===== config.mk =====
export PLATFORM = sky130hd
export DESIGN_NAME = logf_cell
export DESIGN_NICKNAME = d
export VERILOG_FILES = /design/src/rtl/core/logf_pkg.sv /design/src/rtl/core/logf_cell.sv
export SDC_FILE = /design/constraint.sdc
export NUM_CORES = 1
export LEC_CHECK = 0
export BUFFER_PORTS_ARGS = -buffer_cell sky130_fd_sc_hd__buf_2
export CAP_MARGIN = 40
export CORE_ASPECT_RATIO = 0.5
export CORE_UTILIZATION = 50
export DETAILED_ROUTE_END_ITERATION = 8
export GPL_TIMING_DRIVEN = 0
export PLACE_DENSITY = 0.73
export SLEW_MARGIN = 40
export SYNTH_ARGS = -nofsm -noshare
export SYNTH_HDL_FRONTEND = slang
export SYNTH_SLANG_ARGS = --single-unit

===== constraint.sdc =====
create_clock -name aclk -period 12.1 [get_ports aclk]
set_clock_uncertainty 0.2 [all_clocks]
set_input_delay 0.605 -clock aclk [delete_from_list [all_inputs] [get_ports aclk]]
set_output_delay 0.605 -clock aclk [all_outputs]
set_load 0.01 [all_outputs]

===== src/rtl/core/logf_pkg.sv =====
package logf_pkg;

    localparam int MAX_WIDTH   = 1024;
    localparam int MAX_HEIGHT  = 4096;
    localparam int KERNEL_SIZE = 5;
    localparam int HALF        = KERNEL_SIZE / 2;

    localparam int PIX_W  = 32;
    localparam int BYTE_W = 8;
    localparam int OUT_W  = 5;

    localparam int COL_W  = $clog2(MAX_WIDTH);
    localparam int ROW_W  = $clog2(MAX_HEIGHT + HALF + 1);
    localparam int OROW_W = $clog2(MAX_HEIGHT);
    localparam int EW_W   = $clog2(MAX_WIDTH + 1);
    localparam int EH_W   = $clog2(MAX_HEIGHT + 1);
    localparam int TAP_W  = $clog2(KERNEL_SIZE);
    localparam int LS_W   = (KERNEL_SIZE - 1) * PIX_W;

    localparam int CFG_W     = 13;
    localparam int CFGW_W    = 11;
    localparam int CFGH_W    = 13;
    localparam int CFG_IDX_W = 1;

    localparam logic [CFG_IDX_W-1:0] REG_FRAME_WIDTH  = 1'd0;
    localparam logic [CFG_IDX_W-1:0] REG_FRAME_HEIGHT = 1'd1;

    localparam int KW_W   = 6;
    localparam int PSUM_W = 13;
    localparam int SUM_W  = PSUM_W + $clog2(KERNEL_SIZE);

    localparam int CLAMP_MAX = 255;

    localparam logic signed [KW_W-1:0] LOG_KERNEL [KERNEL_SIZE][KERNEL_SIZE] = '{
        '{6'sd0, 6'sd0, 6'sd1,   6'sd0, 6'sd0},
        '{6'sd0, 6'sd1, 6'sd2,   6'sd1, 6'sd0},
        '{6'sd1, 6'sd2, -6'sd16, 6'sd2, 6'sd1},
        '{6'sd0, 6'sd1, 6'sd2,   6'sd1, 6'sd0},
        '{6'sd0, 6'sd0, 6'sd1,   6'sd0, 6'sd0}
    };

    typedef logic [PIX_W-1:0] pixel_t;
    typedef pixel_t [KERNEL_SIZE-1:0] column_t;

    typedef struct packed {
        logic                   emit;
        logic                   fend;
        logic [KERNEL_SIZE-1:0] rmask;
        logic [KERNEL_SIZE-1:0] cmask;
    } tap_ctl_t;

    typedef struct packed {
        logic signed [PSUM_W-1:0] red;
        logic signed [PSUM_W-1:0] green;
        logic signed [PSUM_W-1:0] blue;
    } psum_t;

    typedef struct packed {
        logic [BYTE_W-1:0] red;
        logic [BYTE_W-1:0] green;
        logic [BYTE_W-1:0] blue;
    } rgb_t;

    // x / 9 for x in 0..255 as (x * 57) >> 9
    function automatic logic [OUT_W-1:0] div9(input logic [BYTE_W-1:0] x);
        logic [BYTE_W+5:0] prod;
        prod = (BYTE_W + 6)'(x) * (BYTE_W + 6)'(57);
        return prod[BYTE_W+5 -: OUT_W];
    endfunction

endpackage


===== src/rtl/core/logf_cell.sv =====
module logf_cell (
    input  logic                       aclk,
    input  logic                       shift_en,
    input  logic                       calc_en,
    input  logic [logf_pkg::TAP_W-1:0] tap_index,
    input  logf_pkg::tap_ctl_t         tap_ctl,
    input  logf_pkg::column_t          col_in,
    output logf_pkg::column_t          col_out,
    output logf_pkg::psum_t            psum
);
    import logf_pkg::*;

    column_t col_reg;
    psum_t   psum_reg;
    psum_t   psum_next;

    function automatic logic signed [PSUM_W-1:0] chan_sum(
        input column_t                col,
        input int                     ch,
        input logic [KERNEL_SIZE-1:0] rmask,
        input logic                   col_on,
        input logic [TAP_W-1:0]       tap
    );
        logic signed [PSUM_W-1:0] acc;
        logic signed [PSUM_W-1:0] wt;
        logic signed [PSUM_W-1:0] val;
        acc = '0;
        for (int i = 0; i < KERNEL_SIZE; i++) begin
            wt  = PSUM_W'(LOG_KERNEL[i][tap]);
            val = PSUM_W'($signed({1'b0, col[i][ch*BYTE_W +: BYTE_W]}));
            if (rmask[i] && col_on) begin
                acc = acc + wt * val;
            end
        end
        return acc;
    endfunction

    always_comb begin
        psum_next.red   = chan_sum(col_reg, 0, tap_ctl.rmask, tap_ctl.cmask[tap_index],
                                   tap_index);
        psum_next.green = chan_sum(col_reg, 1, tap_ctl.rmask, tap_ctl.cmask[tap_index],
                                   tap_index);
        psum_next.blue  = chan_sum(col_reg, 2, tap_ctl.rmask, tap_ctl.cmask[tap_index],
                                   tap_index);
    end

    always_ff @(posedge aclk) begin
        if (shift_en) begin
            col_reg <= col_in;
        end
        if (calc_en) begin
            psum_reg <= psum_next;
        end
    end

    assign col_out = col_reg;
    assign psum    = psum_reg;

endmodule


After elaboration in Yosys (flattened, before gate mapping)
Memories as Yosys holds them, arrays and structs flattened.
Cells that the tools add are included.
- $add $sub $neg: 12
- order comparisons: 2
- multiply operators: 15
- reduce and logical (&&, ||, !) cells: 5
- bitwise operators: 1
- muxes and demuxes: 23
- operator list (kind ; count):
    6-bit by 9-bit multiplier with 13-bit output ; 15
    13-bit two-way mux ; 15
    13-bit adder ; 12
    6-bit two-way mux ; 6
    1-bit logical AND ; 5
    4-bit greater-or-equal comparator (second input constant) ; 1
    3-bit by 4-bit less-than comparator with 1-bit output (second input constant) ; 1
    3-bit NOT with 4-bit output ; 1
    1-bit binary-select mux with 3-bit select ; 1
    1-bit two-way mux ; 1
- input bits: 178
- flip-flop bits (word level): 199
- memories: 3
- memory bits (read-only): 144
- word-level logic and storage cells: 69
- memories (name ; words ; width ; rd ports ; clocked after memory_dff ; write ports ; RTL line ; source):
    (no name shown) ; 8 ; 6 ; 1 ; 0 ; 0 ; logf_cell.sv:29 ; wt = PSUM_W'(LOG_KERNEL[i][tap]);
    (no name shown) ; 8 ; 6 ; 1 ; 0 ; 0 ; logf_cell.sv:29 ;
    (no name shown) ; 8 ; 6 ; 1 ; 0 ; 0 ; logf_cell.sv:29 ;

Longest topological paths before layout
Gate-level depths: netlist (run 1).
- word-level depth: 14
- depth in mapped cells: 45
- gate-level depth less buffers: 44

Worst setup path after synthesis (run 1)
OpenSTA, ideal clock, no wires.
- path type: input to register
- start: input port tap_index[2] (netlist bit)
- end: register psum_reg (netlist bit psum[38]), data pin
- path slack: 2.612 ns
- stages: 44
- library setup time: 0.265 ns
- arrival time: 9.023 ns
- cell sequence: nor2_2 > nand2_1 > inv_2 > and3_1 > buf_2 > clkbuf_1 > clkbuf_1 > and2_1 > fa_1 > ha_1 > nor2b_1 > o21a_1 > nor2_1 > xnor2_1 > a22oi_1 > inv_1 > fa_1 > inv_1 > [8 not listed] > fa_1 > inv_1 > ha_1 > xnor2_1 > nor2_1 > a21oi_1 > ha_1 > ha_1 > nand3_1 > o211ai_1 > o21a_1 > o21a_1 > nor2_1 > o21ai_0 > and3_4 > and3_1 > nor4_1 > o21ai_1
- RTL lines (item ; RTL line ; source):
    start, declared ; logf_cell.sv:5 ; input logic [logf_pkg::TAP_W-1:0] tap_index,
    end signal, assigned ; logf_cell.sv:52 ; psum_reg <= psum_next;
    end, declared ; logf_cell.sv:14 ; psum_t psum_reg;

==> results of run 1 <==
==> power by group through the flow <==
stage,combinational (mW),sequential (mW),clock [mW]
6_report,0.550,0.859,0.577
5_1_grt,0.620,0.864,0.611
4_1_cts,0.551,0.859,0.589
3_5_place_dp,0.547,0.874,0
3_3_place_gp,0.528,0.875,0
2_1_floorplan,0.324,0.891,0
==> path summary, 6_finish.rpt <==
path	endpoint	slack, ps	start
setup / recovery	psum[38]	760	tap_index[2]
hold / removal	col_out[89]	100	col_in[89]
setup reg to reg	psum[38]	2570	col_out[34]
hold reg to reg	psum[13]	670	col_out[136]
==> metal layers <==
layer / vias up / routed length (µm) / track usage
met2: 385 / 24800 / 0.448
li1: 7420 / - / -
met3: 60 / 2570 / 0.0408
met5: - / 0 / 0
met1: 7412 / 22100 / 0.331
met4: 0 / 1060 / 0.0748
==> layout by cell type (no fill, tap or decap), types with 12 or more instances in the layout <==
cell,count
o21ai_0,59
nand3_1,16
mux2_2,26
nor2_1,122
inv_1,309
clkbuf_16,17
nand2_1,112
fa_1,99
xor2_1,28
nor3_1,19
buf_2,379
clkbuf_1,41
and3_1,98
o21bai_1,12
o21a_1,16
a21oi_1,82
xnor2_1,75
a21o_1,15
ha_1,348
edfxtp_1,199
nor2b_1,30
and2_1,108
o21ai_1,12
==> area by class of cell <==
| type | count | area [µm²] |
|---|---|---|
| fillers | 3279 | 15200 |
| multi-input cells | 1387 | 12100 |
| flip-flops and latches | 199 | 5980 |
| repair buffers | 375 | 1930 |
| inverters | 310 | 1160 |
| well taps | 520 | 651 |
| clock buffers | 18 | 429 |
| plain buffers | 58 | 251 |
| clock inverters | 14 | 153 |
| diodes | 1 | 2.50 |
==> critical path, delay by kind of cell <==
kind	cells	cell delay [ps]
simple gates	12	2300
fa+ha+maj	10	4110
buf+inv	10	2120
compound gates	10	1710
xor+xnor	3	480
==> kinds of logic (layout without fill, tap and decap cells) <==
group / after synthesis / count (layout)
mux: 32 / 32
xor+xnor: 103 / 103
simple gates: 540 / 540
flops: 199 / 199
compound gates: 265 / 265
fa+ha+maj: 447 / 447
buf+inv: 368 / 775
other cells: 0 / 1
==> metrics by stage <==
step / hold slack [ps] / cell area, µm² / worst slack, ps / util
floorplan: 504 / 19500 / 2610 / -
global placement: 581 / 22000 / 607 / 0.581
detailed placement: 583 / 22100 / 499 / 0.583
CTS: 82.2 / 22600 / 934 / 0.598
global route: 73.8 / 22600 / 128 / 0.598
finish: 99.7 / 22600 / 757 / 0.598
==> cells in the mapped netlist, types with 10 or more instances <==
cell,instances,share of area
or3_1,10,0.0032
o21ai_0,59,0.015
o21bai_1,12,0.0046
a21o_1,15,0.0058
xnor2_1,75,0.034
nor2_1,122,0.024
ha_1,348,0.22
nand2_1,112,0.022
clkbuf_1,41,0.0079
nor2b_1,30,0.0096
nand3_1,16,0.0041
edfxtp_1,199,0.31
and3_1,98,0.031
nor3_1,19,0.0049
and2_1,108,0.035
o21a_1,16,0.0062
inv_1,309,0.060
xor2_1,28,0.013
nand2b_1,10,0.0032
a21oi_1,82,0.021
mux2_2,26,0.015
o21ai_1,12,0.0031
fa_1,99,0.10
==> results by group, run 1 <==
Clocking
  – Clk_lat worst skew: 470 ps
  – H-Tree Depth: 4
  – TritonCTS Buffers: 17
  – Setup Buffers After CTS: 0
  – Sink Count: 199
  – CTS Root Cell: clkbuf_16
  – CTS clk-pin slew, worst paths: 90 ps
  – CTS tree: built
  – CTS max path bufs: 2
  – # hold bufs at CTS: 0
  – Post-CTS resize count: 0

Synth
  – Syn Nets: 2,579
  – Synth cell types: 68
  – Syn Area/Cell: 9.96 µm²
  – Sequential share of the synthesized area: 0.307
  – Post-synth EDFFs: 199
  – Synth Warn #: 0
  – Synth async-reset ratio: 0
  – Area share of fa/ha/maj cells after synthesis: 0.325
  – Cell count after synthesis: 1,954
  – Multiplexer area fraction after synthesis: 0.0190
  – Simple-gate share of the synthesized area: 0.142
  – Main synth FF type: edfxtp_1
  – Main combinational cell family by area after synthesis: adder cells
  – Post-Synth XOR/XNOR Area: 0.0463
  – Complex-gate fraction of the synthesized area: 0.0878
  – Number of synthesized register bits: 199
  – Synthesized cell area: 19,500 µm²

Placed design
  – GP Congestion: 0.916
  – DP Wirelength: 41.3 mm
  – # placed instances: 2,849
  – Number of port buffers: 373

Cells and area
  – # nets final: 2,973
  – Syn-to-layout area delta: 16.3%
  – Largest register FFs: 160
  – Non-Filler Instances: 2,882
  – Layout cells sized above 1: 0.196

Flow run
  – MaxCap Viol Count: 0

Timing
  – Setup TNS: 0 ps
  – Worst slew pin tran: 905 ps
  – Relative slew slack: 0.397
  – Final hold viol count: 0
  – RSZ-0062 raised after global routing: no
  – Fmax: 0.0882 GHz
  – # setup viols final: 0
  – Fin crit share: 0.937
  – Max Slew Vio Count: 0
  – Tmin final: 11,340 ps

Pwr
  – Total power after layout: 1.99 mW
  – Net Switching: 0.654 mW
  – Max VDD drop: 0.0898 mV
  – Clock network fraction of design power: 0.291
  – Power density cells: 87.7 nW/µm²
  – Pint: 1.33 mW
  – Sequential power share: 0.432
  – Combinational cell fraction of total power: 0.277
  – Sw Ratio: 0.329
  – Leakage power: 11.7 nW

Setup path
  – Startpoint types: primary input
  – Slowest stage delay, CP: 540 ps
  – FF-to-FF path depth: 39
  – Worst path arrival time: 11,350 ps
  – CP Max Fanout: 10
  – Slowest CP cell: fa_1
  – Worst Setup End Kind: register
  – Worst Path Required: 12,110 ps
  – Kind of critical path: primary input to register

Floorplanning
  – Die extent in x: 281 µm
  – Die span in y: 142 µm
  – Io pins: 377
  – Initial Utilization: 0.514
  – Die area: 39,800 µm²
  – Row cnt: 50
  – Floorplan core area: 37,800 µm²

Routing
  – Via count: 15,300
  – DR iter-0 viols: 947
  – Antenna-violating nets left: 0
  – Routed WL per cell: 17.5 µm
  – # DRC: 0
  – Pre-antenna DRT Iters: 5
  – Final wirelength: 50.4 mm
  – Vias per cell: 5.30

Hold path
  – Worst Hold Class: primary input to register
  – Worst hold path depth: 1

Global routing
  – First-pass GRT wire length: 78.8 mm
  – GR Util All Layers: 0.257
  – Initial antenna violation count: 2
  – GRT overflow: 0
  – Largest net degree at the start of global routing: 72
  – Vias in the first global route: 15,200

Status
  – Outcome: completed
Power figures use the tool's default switching activity.
==> run 2: changes to the inputs <==
- BUFFER_PORTS_ARGS: -buffer_cell sky130_fd_sc_hd__buf_2 -> not set
- DONT_BUFFER_PORTS: not set -> 1
- PLACE_DENSITY: 0.73 -> 0.66
==> results by group, run 2 (synthesis results as in run 1) <==
Timing
  – Final hold viol count: 0
  – Relative slew slack: 0.435
  – # setup viols final: 0
  – Max Slew Vio Count: 0
  – Worst slew pin tran: 847 ps
  – Fmax: 0.0888 GHz
  – RSZ-0062 raised after global routing: no
  – Final worst-path setup slack: 839 ps
  – Setup TNS: 0 ps
  – Tmin final: 11,260 ps
  – Fin crit share: 0.931

Setup path
  – Worst reg2reg startpoint: col_out[34]
  – CP endpoint: psum[38]
  – CP startpoint: tap_index[2]
  – Slowest stage delay, CP: 560 ps
  – Worst Path Required: 12,120 ps
  – Worst reg2reg setup slack: 2490 ps
  – CP Max Fanout: 10
  – FF-to-FF path depth: 39
  – Slowest CP cell: clkbuf_1
  – Worst path arrival time: 11,280 ps
  – Worst Setup End Kind: register
  – Kind of critical path: primary input to register
  – Worst R2R End: psum[38]
  – Startpoint types: primary input

Placed design
  – GP Congestion: 0.908
  – # placed instances: 2,474
  – Number of port buffers: 0
  – Placed cell area: 20,100 µm²
  – DP Wirelength: 39.2 mm
  – Setup slack at placement: 562 ps

Pwr
  – Leakage power: 10.4 nW
  – Max VDD drop: 0.0848 mV
  – Total power after layout: 1.93 mW
  – Power density cells: 91.7 nW/µm²

Routing
  – Vias per cell: 5.48
  – Antenna-violating nets left: 0
  – Pre-antenna DRT Iters: 5
  – DR iter-0 viols: 851
  – Final wirelength: 48.1 mm
  – Routed WL per cell: 18.9 µm
  – Via count: 14,000
  – # DRC: 0

Clocking
  – CTS max path bufs: 2
  – Post-CTS resize count: 0
  – Clk_lat worst skew: 480 ps
  – Sink Count: 199
  – H-Tree Depth: 4
  – TritonCTS Buffers: 17
  – CTS Root Cell: clkbuf_16
  – CTS clk-pin slew, worst paths: 90 ps
  – CTS tree: built

Cells and area
  – Syn-to-layout area delta: 8.38%
  – Largest register FFs: 160
  – Final instance area: 21,100 µm²
  – Most frequent cells in the layout: 348 x ha_1, 309 x inv_1, 199 x edfxtp_1
  – Most common cell after layout, fill and taps aside: ha_1
  – # nets final: 2,634
  – Layout cells sized above 1: 0.0445
  – Non-Filler Instances: 2,544

Floorplanning
  – Die extent in x: 281 µm
  – Die span in y: 142 µm
  – Floorplan core area: 37,800 µm²
  – Row cnt: 50
  – Io pins: 377
  – Initial Utilization: 0.514
  – Die area: 39,800 µm²

Global routing
  – GRT overflow: 0
  – First-pass GRT wire length: 73.1 mm
  – Initial antenna violation count: 4
  – Vias in the first global route: 13,400
  – GR Util All Layers: 0.243
  – Largest net degree at the start of global routing: 161

Flow run
  – MaxCap Viol Count: 0

Hold path
  – Worst Hold Class: primary input to register

Status
  – Outcome: completed
==> run 2: changes by cell type in the layout (fill, tap and decap cells not counted), moves of 2 or more <==
cell	previous run	this run
dlygate4sd3_1	0	36
inv_12	1	3
buf_2	379	8
buf_16	2	0
==> run 2: stage by stage <==
stage	hold slack, ps	util
global route	-0.223	0.557
global placement	504	0.532
detailed placement	504	0.532
floorplan	504	-
finish	25.4	0.557
CTS	3.22	0.549
==> run 2: metal layers <==
metal | vias to the layer above | global-route usage | wire (µm)
met1 | 6770 | 0.329 | 21600
met2 | 381 | 0.405 | 22800
met5 | - | 0 | 0
li1 | 6755 | - | -
met4 | 0 | 0.0647 | 982
met3 | 47 | 0.0410 | 2690
==> run 2: worst min-delay path by stage <==
| stage | start | endpoint | slack [ps] | cells past startpoint |
|---|---|---|---|---|
| after floorplan | col_in[0] | col_out[0] | 500 | 0 |
| after CTS | col_in[121] | col_out[121] | 3 | 0 |
| after detailed placement | col_in[115] | col_out[115] | 500 | 0 |
| after global placement | col_in[125] | col_out[125] | 500 | 0 |
| after global routing | col_in[59] | col_out[59] | -0.2 | 0 |
| final | col_in[59] | col_out[59] | 30 | 0 |
==> run 2: where the power goes <==
group | internal, mW | switching [mW]
Clock | 0.285 | 0.321
Combinational | 0.183 | 0.247
Sequential | 0.825 | 0.0736
Total | 1.29 | 0.641
==> run 2: critical path, delay by kind of cell <==
family                     cells  cell delay [ps]
AOI/OAI and AO/OA             10             1760
xor gates and xnor gates       3              500
adders and majority gates     10             4110
buffers and inverters          9             2030
and+or+nand+nor               12             2240
==> run 2: final cells by class <==
| type | instances | area [µm²] |
|---|---|---|
| fill | 3346 | 16700 |
| multi-input combinational | 1387 | 12100 |
| sequential | 199 | 5980 |
| inverter | 310 | 1160 |
| tap | 520 | 651 |
| clock buffer | 17 | 425 |
| timing repair buffer | 36 | 360 |
| buffer | 58 | 251 |
| clock inverter | 15 | 189 |
| antenna | 2 | 5.00 |
==> run 2: timing repair <==
item / 4_1_cts / 5_1_grt
hold buffers: 6 / 30
hold endpoints to repair: 6 / 30
setup buffers: 0 / 0
