`src/rtl/core/logf_pkg.sv`:
```
package logf_pkg;

    localparam int MAX_WIDTH   = 1024;
    localparam int MAX_HEIGHT  = 4096;
    localparam int KERNEL_SIZE = 5;
    localparam int HALF        = KERNEL_SIZE / 2;

    localparam int PIX_W  = 32;
    localparam int BYTE_W = 8;
    localparam int OUT_W  = 5;

    localparam int COL_W  = $clog2(MAX_WIDTH);
    localparam int ROW_W  = $clog2(MAX_HEIGHT + HALF + 1);
    localparam int OROW_W = $clog2(MAX_HEIGHT);
    localparam int EW_W   = $clog2(MAX_WIDTH + 1);
    localparam int EH_W   = $clog2(MAX_HEIGHT + 1);
    localparam int TAP_W  = $clog2(KERNEL_SIZE);
    localparam int LS_W   = (KERNEL_SIZE - 1) * PIX_W;

    localparam int CFG_W     = 13;
    localparam int CFGW_W    = 11;
    localparam int CFGH_W    = 13;
    localparam int CFG_IDX_W = 1;

    localparam logic [CFG_IDX_W-1:0] REG_FRAME_WIDTH  = 1'd0;
    localparam logic [CFG_IDX_W-1:0] REG_FRAME_HEIGHT = 1'd1;

    localparam int KW_W   = 6;
    localparam int PSUM_W = 13;
    localparam int SUM_W  = PSUM_W + $clog2(KERNEL_SIZE);

    localparam int CLAMP_MAX = 255;

    localparam logic signed [KW_W-1:0] LOG_KERNEL [KERNEL_SIZE][KERNEL_SIZE] = '{
        '{6'sd0, 6'sd0, 6'sd1,   6'sd0, 6'sd0},
        '{6'sd0, 6'sd1, 6'sd2,   6'sd1, 6'sd0},
        '{6'sd1, 6'sd2, -6'sd16, 6'sd2, 6'sd1},
        '{6'sd0, 6'sd1, 6'sd2,   6'sd1, 6'sd0},
        '{6'sd0, 6'sd0, 6'sd1,   6'sd0, 6'sd0}
    };

    typedef logic [PIX_W-1:0] pixel_t;
    typedef pixel_t [KERNEL_SIZE-1:0] column_t;

    typedef struct packed {
        logic                   emit;
        logic                   fend;
        logic [KERNEL_SIZE-1:0] rmask;
        logic [KERNEL_SIZE-1:0] cmask;
    } tap_ctl_t;

    typedef struct packed {
        logic signed [PSUM_W-1:0] red;
        logic signed [PSUM_W-1:0] green;
        logic signed [PSUM_W-1:0] blue;
    } psum_t;

    typedef struct packed {
        logic [BYTE_W-1:0] red;
        logic [BYTE_W-1:0] green;
        logic [BYTE_W-1:0] blue;
    } rgb_t;

    // x / 9 for x in 0..255 as (x * 57) >> 9
    function automatic logic [OUT_W-1:0] div9(input logic [BYTE_W-1:0] x);
        logic [BYTE_W+5:0] prod;
        prod = (BYTE_W + 6)'(x) * (BYTE_W + 6)'(57);
        return prod[BYTE_W+5 -: OUT_W];
    endfunction

endpackage

```
`src/rtl/core/logf_sum.sv`:
```
module logf_sum (
    input  logic            aclk,
    input  logic            calc_en,
    input  logf_pkg::psum_t psum_in [logf_pkg::KERNEL_SIZE],
    output logf_pkg::rgb_t  clamped
);
    import logf_pkg::*;

    logic signed [SUM_W-1:0] sum_red;
    logic signed [SUM_W-1:0] sum_green;
    logic signed [SUM_W-1:0] sum_blue;
    rgb_t                    clamped_reg;
    rgb_t                    clamped_next;

    function automatic logic [BYTE_W-1:0] clamp_byte(input logic signed [SUM_W-1:0] s);
        if (s < 0) begin
            return '0;
        end
        if (s > CLAMP_MAX) begin
            return BYTE_W'(CLAMP_MAX);
        end
        return s[BYTE_W-1:0];
    endfunction

    always_comb begin
        sum_red   = '0;
        sum_green = '0;
        sum_blue  = '0;
        for (int k = 0; k < KERNEL_SIZE; k++) begin
            sum_red   = sum_red   + SUM_W'(psum_in[k].red);
            sum_green = sum_green + SUM_W'(psum_in[k].green);
            sum_blue  = sum_blue  + SUM_W'(psum_in[k].blue);
        end
        clamped_next.red   = clamp_byte(sum_red);
        clamped_next.green = clamp_byte(sum_green);
        clamped_next.blue  = clamp_byte(sum_blue);
    end

    always_ff @(posedge aclk) begin
        if (calc_en) begin
            clamped_reg <= clamped_next;
        end
    end

    assign clamped = clamped_reg;

endmodule

```
`config.mk`:
```
export PLATFORM = sky130hd
export DESIGN_NAME = logf_sum
export DESIGN_NICKNAME = d
export VERILOG_FILES = /design/src/rtl/core/logf_pkg.sv /design/src/rtl/core/logf_sum.sv
export SDC_FILE = /design/constraint.sdc
export NUM_CORES = 1
export LEC_CHECK = 0
export ABC_CLOCK_PERIOD_IN_PS = 4500
export BUFFER_PORTS_ARGS = -buffer_cell sky130_fd_sc_hd__buf_4
export CORE_MARGIN = 8
export CORE_UTILIZATION = 35
export CTS_BUF_LIST = sky130_fd_sc_hd__clkbuf_4
export CTS_CLUSTER_DIAMETER = 200
export DETAILED_ROUTE_END_ITERATION = 10
export PLACE_DENSITY = 0.63
export SYNTH_ARGS = -nofsm -noshare
export SYNTH_HDL_FRONTEND = slang
export SYNTH_SLANG_ARGS = --single-unit
```
`constraint.sdc`:
```
create_clock -name aclk -period 4.5 [get_ports aclk]
set_input_delay 0 -clock aclk [delete_from_list [all_inputs] [get_ports aclk]]
set_output_delay 0 -clock aclk [all_outputs]
set_load 0.005 [all_outputs]
```
* Word-level counts from Yosys, hierarchy flattened *
Index checks and enable logic that the tools add are counted.

cells by class
  $add $sub $neg = 12
  magnitude comparators = 6
  mux-type cells = 21

operator list
  kind                 count
  $mux 8               12
  $add 15x13->16       3
  $add 16x13->16       3
  $gt 16x9->1 const B  3
  $lt 16x1->1 const B  3
  $add 14x13->15       3
  $add 13x13->14       3
  $mux 1               9

word-level totals
  register bits after elaboration = 24
  input bits = 197
  word-level logic and storage cells = 42

* Longest topological paths before layout *
Gate-level depths: netlist (run 1).

  word-level depth = 9
  mapped depth = 16
  depth with buffers taken out = 15

* Worst setup path after synthesis (run 1) *
No wires, ideal clock.

  path kind = input -> register
  from = input port psum_in[29] in the netlist's numbering
  to = register clamped_reg, in the netlist clamped[16] (data pin)
  library setup time = 274 ps
  arrival time = 3571 ps
  required time = 4226 ps
  path slack = 655 ps
  stages on the path = 15
  path buffers = 0
  path through = inv_1 fa_1 inv_1 fa_1 inv_1 fa_1 inv_1 ha_1 nor2b_4 o31a_4 a41oi_4 mux2i_1 o2111ai_1 a2111oi_4 a21oi_1

between the ends
  cells in the longest elaborated chain, start to end = 6

ends and longest elaborated chain
  element               line            RTL
  from (decl)           logf_sum.sv:4   input logf_pkg::psum_t psum_in [logf_pkg::KERNEL_SIZE],
  $add 16x13->16 *      logf_sum.sv:30  sum_red = sum_red + SUM_W'(psum_in[k].red);
  $gt 16x9->1           logf_sum.sv:19  if (s > CLAMP_MAX) begin
  $mux 1 (2 in a row)   logf_sum.sv:19
  $mux 8                logf_sum.sv:22  return s[BYTE_W-1:0];
  $mux 8 *              logf_sum.sv:19
  to (signal assigned)  logf_sum.sv:41  clamped_reg <= clamped_next;
  to (decl)             logf_sum.sv:12  rgb_t clamped_reg;

Mark *: on every way between the ends. The rest lies on a longest branch, timed or not. The select of a mux whose other input is x is not followed.
A chain may end at the register's enable or synchronous reset.

* Worst setup path in the final report (run 1) *
  from = input port psum_in[29] in the netlist's numbering
  to = register clamped_reg, in the netlist clamped[17] (data pin)

Same word-level chain as after synthesis.

==> metrics.txt, run 1 <==
first-pass GRT wire length=25910 um; Critical Setup Path Class=input pin to register; Yosys reg bits=24; Largest register FFs=24; synthesis-to-layout area growth=29.14%; CTS root buf=clkbuf_4; startpoint types=input pin; Buffers on Ports=220; Worst Max-Slew Pin Slew=0.6663 ns; initial antenna violation count=1; # H-tree levels=1; nets@finish=1436; Crit path top cell by count=inv_1; Reg area=720.7 um^2; setup_tns=0 ns; vias in the first global route=5897; CTS tree=built; # rows=51; most frequent cells in the layout=inv_1 (401), buf_4 (222), fa_1 (123), a21oi_1 (55), ha_1 (48); Distinct cells, synth=61; Die X=157.3 um; First-pass DRT Iterations=4; crit path cell chain=buf_4 -> inv_1 -> fa_1 -> inv_1 -> fa_1 -> inv_1 -> fa_1 -> inv_1 -> ha_1 -> nor2b_4 -> o31a_4 -> a41oi_4 -> mux2i_1 -> o2111ai_1 -> a2111oi_4 -> a21oi_1; maximum clock rate=0.2564 GHz; WL per Instance=11.68 um; Hold Path Class=input pin to register; via count=roughly 5700; top_reg_cell synth=edfxtp_1; vias per cell=4.287; pwr dens=458.2 nW/um^2; largest net degree at the start of global routing=25; total CTS buffers=3; post-cts sizing count=0; CP endpoint kind=register; DRT iter0 DRCs=~250; fillers=1990; Worst EP arrival=between 3 and 4 ns; I/O Pins=221; die height=157.3 um; clock-pin slew on the worst setup and hold paths=0.14 ns; Post-synth ARST share=0%; synthesized area=approximately 7000 um^2; synth top area cells=fa_1 (35%), inv_1 (22%), edfxtp_1 (10%); post-synth top area share=35.24%; Total GRT Usage=12.60%; Worst Path Required=4.57 ns; syn_nets=1212; fraction of layout cells with a size suffix above 1=about 23%; post-route ant nets=0; Critical Path Fanout Max=8; Routability Congestion=0.7795; status=completed; Post-Synthesis Cells=between 800 and 900; max-slew violations=0; peak supply drop=0.0001586 V; max cap viols=0; Synth Area per Inst=8.278 um^2; Max stage delay cell, worst path=a2111oi_4; dpl hpwl=14490 um; crit-path max cell delay=between 0.5 and 0.6 ns; core area=~20000 um^2; final setup margin=0.5995 ns; Post-CTS Setup Inserts=0; Routed WL=15570 um; Final setup viols=0; Final Hold Vio Count=0; number of synthesized flops with an enable pin=24; crit path time final=just under 4 ns; pre-CTS WS=~0.21 ns; Hold-fix buffers, CTS=0; initial core utilization=35.78%; commonest non-fill, non-tap cell in the layout=inv_1; yosys warns=0; Lkg Pwr=5.298 nW; area occupied by multi-input gates=~4700 um^2; slew margin rel.=between 50% and 60%; Seq/Total Area, Yosys=between 10% and 20%; clock sink count=24; full die area=approximately 25000 um^2; GRT overflow=0; DRC Markers=0; Max Buffers Root-to-Sink=2; period utilisation layout=86.68%; Yosys top cell by area=fa_1; RSZ-0062 raised after global routing=no
-- worst max-delay path: cells and delay by family --
kind            cells  cell delay (ns)
buf+inv             5             0.26
fa+ha+maj           4             1.85
mux                 1             0.21
compound gates      5             1.48
simple gates        1             0.15
-- worst paths after layout --
check / startpoint / to / slack (ns) / cells past startpoint
max: psum_in[29] / clamped[17] / 0.60 / 16
min: calc_en / clamped[17] / 0.1 / 1
-- where the power goes --
part           switching [mW]  total, mW  internal [mW]
clock network          0.0699      0.160         0.0900
registers              0.0509      0.512          0.462
logic                    1.91       3.46           1.55
-- kinds of logic (layout without fill, tap and decap cells) --
family	Yosys count	in the layout	synth area share, %
muxes	6	6	0.8775
and+or+nand+nor	66	66	5.211
AOI/OAI and AO/OA	150	150	15.08
adders and majority gates	171	171	43.84
buffers and inverters	404	627	21.79
other	0	1	0
DFF	24	24	10.32
xor gates and xnor gates	23	23	2.883
-- Yosys cell counts (2+ instances only) --
master,n
o221ai_1,2
nand2_1,16
nand3_1,7
mux2i_1,5
nor3_1,7
nand2b_1,10
fa_1,123
edfxtp_1,24
a21oi_1,55
o211ai_1,3
inv_1,401
o21bai_1,3
buf_2,2
a211o_1,2
a211oi_1,5
a21o_1,11
ha_1,48
o21ai_0,12
a31oi_1,3
xnor2_1,11
nor2b_1,2
o2111ai_1,3
nor2_1,10
a21oi_2,3
and2_1,2
xor2_1,12
o31ai_1,4
o21ai_1,13
nand4_1,3
a2111oi_4,2
a2111oi_2,2
o21a_1,7
o22ai_1,3
-- cell type report --
cell class | count | share of cell area [%]
repair buffers | 222 | 18.47
clock buffers | 3 | 0.2496
multi-input cells | 416 | 52.57
well taps | 265 | 3.675
flip-flops and latches | 24 | 7.988
diodes | 1 | 0.02774
clock inverters | 1 | 0.3328
inverters | 401 | 16.68
-- stage by stage --
stage / util [%] / hold WS (ns) / power, mW / cells / area [um^2]
6_report: 46.21 / 0.09872 / 4.134 / 1333 / 9022
5_1_grt: 46.21 / 0.07815 / 4.678 / 1333 / 9022
4_1_cts: 46.19 / 0.08685 / 4.194 / 1332 / 9020
3_5_place_dp: 45.92 / 0.4089 / 4.015 / 1328 / 8967
2_1_floorplan: - / 0.1125 / 3.079 / 844 / 6987
3_3_place_gp: 45.92 / 0.4042 / 3.964 / 1328 / 8967
-- metal layers --
layer	GRT usage (%)	vias to the layer above	share of wire, %
li1	-	2903	-
met1	15.91	2661	43
met2	21.97	149	49
met3	2.742	2	7.3
met4	2.040	0	0.50
met5	0	-	0
Note: power is estimated with default switching activity, not from simulation.
==> run 2: changes to the inputs <==
- CTS_BUF_LIST: sky130_fd_sc_hd__clkbuf_4 -> sky130_fd_sc_hd__clkbuf_2 sky130_fd_sc_hd__clkbuf_4 sky130_fd_sc_hd__clkbuf_8
- TNS_END_PERCENT: not set -> 10
==> metrics.txt, run 2 (same netlist as run 1, synthesis figures left out) <==
status=completed; final std cells w/o fill=1332; I/O Pins=between 200 and 250; fillers=1998; Crit path top cell by count=inv_1; Inst Count DP=between 1000 and 1500; Lkg Pwr=5.306 nW; max cap viols=0; fraction of layout cells with a size suffix above 1=22.96%; first-pass GRT wire length=25890 um; # H-tree levels=1; peak supply drop=around 0.00016 V; full die area=approximately 25000 um^2; Finished Core Util=46.29%; crit path cell chain=buf_4 -> inv_1 -> fa_1 -> inv_1 -> fa_1 -> inv_1 -> fa_1 -> inv_1 -> ha_1 -> nor2b_4 -> o31a_4 -> a41oi_4 -> mux2i_1 -> o2111ai_1 -> a2111oi_4 -> a21oi_1; # rows=51; vias per cell=4.294; P_sw=2.033 mW; Max stage delay cell, worst path=a2111oi_4; CTS root buf=clkbuf_8; dpl cell area=~9000 um^2; GRT overflow=0; Buffers on Ports=220; CP bufs+invs=5; die height=around 160 um; pwr dens=461.1 nW/um^2; First-pass DRT Iterations=4; Post-CTS Setup Inserts=0; Hold-fix buffers, CTS=0; CTS tree=built; Routed WL=approximately 16000 um; largest net degree at the start of global routing=25; CP endpoint kind=register; pre-CTS WS=between 0.2 and 0.25 ns; crit path time final=3.940 ns; DRC Markers=0; total CTS buffers=3; Largest register FFs=24; WL per Instance=11.66 um; synthesis-to-layout area growth=29.37%; crit-path max cell delay=0.56 ns; Sw Ratio=48.76%; Sequential Power Share=12.3%; Hold Path Class=input pin to register; Final setup viols=0; Total GRT Usage=12.60%; Worst Path Required=4.50 ns; Final Hold Vio Count=0; Routability Congestion=just under 0.8; Worst Max-Slew Pin Slew=0.6663 ns; clock group share of total power=4.6%; initial core utilization=35.78%; startpoint types=input pin; clock-pin slew on the worst setup and hold paths=0.09 ns; Worst EP arrival=3.94 ns; initial antenna violation count=0; clock sink count=24; core area=19530 um^2; post-cts sizing count=0; Comb pwr share=around 83%; slew margin rel.=55.26%; Max Buffers Root-to-Sink=2; antenna cells=0; RSZ-0062 raised after global routing=no; Critical Setup Path Class=input pin to register; nets@finish=around 1400; maximum clock rate=0.2538 GHz; final setup margin=around 0.56 ns; vias in the first global route=5888; Final Cell Area=about 9000 um^2; post-route ant nets=0; CP top delay family=adder cells; Die X=157.3 um; commonest non-fill, non-tap cell in the layout=inv_1; Critical Path Fanout Max=8; period utilisation layout=87.57%; Internal Power=2.135 mW; max-slew violations=0; dpl hpwl=14490 um; DRT iter0 DRCs=254; via count=about 5700; setup_tns=0 ns; most frequent cells in the layout=inv_1 (401), buf_4 (222), fa_1 (123), a21oi_1 (55), ha_1 (48)
[run 2: changes by cell type in the layout (fill, tap and decap cells not counted)]
| cell | previous run | this run |
|---|---|---|
| clkbuf_4 | 3 | 0 |
| clkbuf_8 | 0 | 3 |
| diode_2 | 1 | 0 |
[run 2: cell type report]
type / instances / area (um^2) / share of cell area [%]
Clock buffer: 3 / 41.29 / 0.4568
Sequential cell: 24 / 720.7 / 7.973
Timing Repair Buffer: 222 / 1667 / 18.44
Inverter: 401 / 1505 / 16.65
Multi-Input combinational cell: 416 / 4743 / 52.48
Clock inverter: 1 / 30.03 / 0.3322
Tap cell: 265 / 331.6 / 3.668
[run 2: per-layer routing]
layer | vias up | track usage, % | part of all wire, %
li1 | 2904 | - | -
met1 | 2667 | 15.90 | 43
met2 | 146 | 21.97 | 49
met3 | 2 | 2.742 | 7.4
met4 | 0 | 2.040 | 0.53
met5 | - | 0 | 0
[run 2: path summary, 6_finish.rpt]
kind	startpoint	endpoint	slack (ns)	depth (start not counted)
max	psum_in[29]	clamped[17]	0.56	16
min	calc_en	clamped[17]	0.16	1
[run 2: power by group through the flow]
stage	registers (mW)	clock network, mW	logic [mW]
floorplan	0.510	0	2.57
global placement	0.523	0	3.44
detailed placement	0.525	0	3.49
CTS	0.521	0.197	3.51
global route	0.526	0.209	3.97
finish	0.514	0.192	3.46
[run 2: per-stage QoR]
step	power, mW	hold slack [ns]
6_report	4.168	0.1552
4_1_cts	4.227	0.1534
3_5_place_dp	4.015	0.4089
5_1_grt	4.706	0.1509
2_1_floorplan	3.079	0.1125
3_3_place_gp	3.964	0.4042
==> run 3: changes to the inputs <==
- ABC_CLOCK_PERIOD_IN_PS: 4500 -> 4230
- clock period: 4.5 -> 4.23 ns (I/O delays scaled with it)
==> metrics.txt, run 3 (same netlist as run 1, synthesis figures left out) <==
status=completed; Final setup viols=0; post-route ant nets=0; max-slew violations=0; Buffers on Ports=220; Finished Core Util=between 40 and 50%; setup_tns=0 ns; CTS root buf=clkbuf_8; P_sw=between 2 and 2.5 mW; First-pass DRT Iterations=4; # rows=51; Worst EP arrival=3.82 ns; Post-CTS Setup Inserts=0; period utilisation layout=~90%; Max stage delay cell, worst path=fa_1; clock sink count=24; hold wc startpoint=calc_en; crit path cell chain=buf_4 -> inv_1 -> fa_1 -> fa_1 -> fa_1 -> inv_1 -> ha_1 -> inv_1 -> fa_1 -> nor2b_4 -> o31a_4 -> a41oi_4 -> mux2i_1 -> o2111ai_1 -> a2111oi_4 -> buf_4 -> a21oi_1; first-pass GRT wire length=between 20000 and 30000 um; Total GRT Usage=about 13%; Critical Setup Path Class=input pin to register; Worst Max-Slew Pin Slew=0.6609 ns; dpl hpwl=between 10000 and 15000 um; via count=between 5000 and 6000; Critical Path Fanout Max=8; startpoint types=input pin; peak supply drop=0.0001653 V; full die area=24740 um^2; initial core utilization=35.78%; I/O Pins=221; pwr dens=roughly 490 nW/um^2; commonest non-fill, non-tap cell in the layout=inv_1; most frequent cells in the layout=inv_1 (401), buf_4 (222), fa_1 (123), a21oi_1 (55), ha_1 (48); crit-path max cell delay=~0.56 ns; Routed WL=between 15000 and 20000 um; Hold-fix buffers, CTS=0; slew margin rel.=a little under three fifths; Sequential Power Share=around an eighth; GRT overflow=0; Crit path top cell by count=fa_1; DRC Markers=0; CP endpoint kind=register; Lkg Pwr=5.306 nW; die height=about 160 um; Routability Congestion=0.7782; max cap viols=0; synthesis-to-layout area growth=29.37%; Comb pwr share=83.1%; CTS tree=built; # H-tree levels=1; antenna cells=0; RSZ-0062 raised after global routing=no; Internal Power=between 2 and 2.5 mW; crit path time final=3.815 ns; initial antenna violation count=0; WL per Instance=between 10 and 15 um; clock group share of total power=between 4 and 5%; post-cts sizing count=0; Die X=approximately 160 um; vias per cell=~4.3; Final Hold Vio Count=0; clock-pin slew on the worst setup and hold paths=0.09 ns; Hold Path Class=input pin to register; worst setup path startpoint=psum_in[27]; Sw Ratio=a little under 50%; core area=19530 um^2; Largest register FFs=24; largest net degree at the start of global routing=25; fraction of layout cells with a size suffix above 1=22.96%; Max Buffers Root-to-Sink=2; total CTS buffers=3; Worst Path Required=4.23 ns; DRT iter0 DRCs=a little over 300; maximum clock rate=roughly 0.26 GHz; vias in the first global route=5978; nets@finish=around 1400
[run 3: cell counts in the layout (fill, tap and decap cells not counted)]
No cell type changed its count.
[run 3: final cells by class]
| cell class | count | area [um^2] |
|---|---|---|
| Fill cell | 2007 | 10490 |
| Multi-Input combinational cell | 416 | 4743 |
| Timing Repair Buffer | 222 | 1667 |
| Sequential cell | 24 | 720.7 |
| Tap cell | 265 | 331.6 |
| Inverter | 401 | 1505 |
| Clock buffer | 3 | 41.29 |
| Clock inverter | 1 | 30.03 |
[run 3: critical path, delay by kind of cell]
kind	cells	cell delay [ns]
adder cells (fa/ha/maj)	5	1.97
AND/OR/NAND/NOR	1	0.06
buffers and inverters	5	0.44
AO/OA/AOI/OAI	5	1.13
multiplexers	1	0.22
[run 3: worst paths after layout]
| path | endpoint | depth (start not counted) | slack, ns |
|---|---|---|---|
| worst max-delay path | clamped[18] | 17 | 0.41 |
| worst min-delay path | clamped[17] | 1 | 0.15 |
[run 3: metal layers]
metal | global-route usage, % | share of wire, % | wire, um
met1 | 15.90 | 43 | 6567
met5 | 0 | 0 | 0
met2 | 21.49 | 48 | 7469
met4 | 2.267 | 0.95 | 147
met3 | 3.290 | 7.9 | 1219
[run 3: stage by stage]
stage	hold WS (ns)	area, um^2	cells	total power, mW	worst slack [ns]
finish	0.1509	9039	1332	4.412	0.4149
global route	0.1456	9039	1332	4.998	0.1245
CTS	0.1514	9039	1332	4.485	0.3781
detailed placement	0.4090	8967	1328	4.262	0.08930
global placement	0.4092	8967	1328	4.213	0.1669
floorplan	0.1125	6987	844	3.276	0.3852
[run 3: power by group through the flow]
stage	registers (mW)	clock network [mW]	logic (mW)
after floorplan	0.543	0	2.73
after global placement	0.555	0	3.66
after detailed placement	0.555	0	3.71
after CTS	0.549	0.211	3.73
after global routing	0.556	0.222	4.22
final	0.542	0.203	3.67
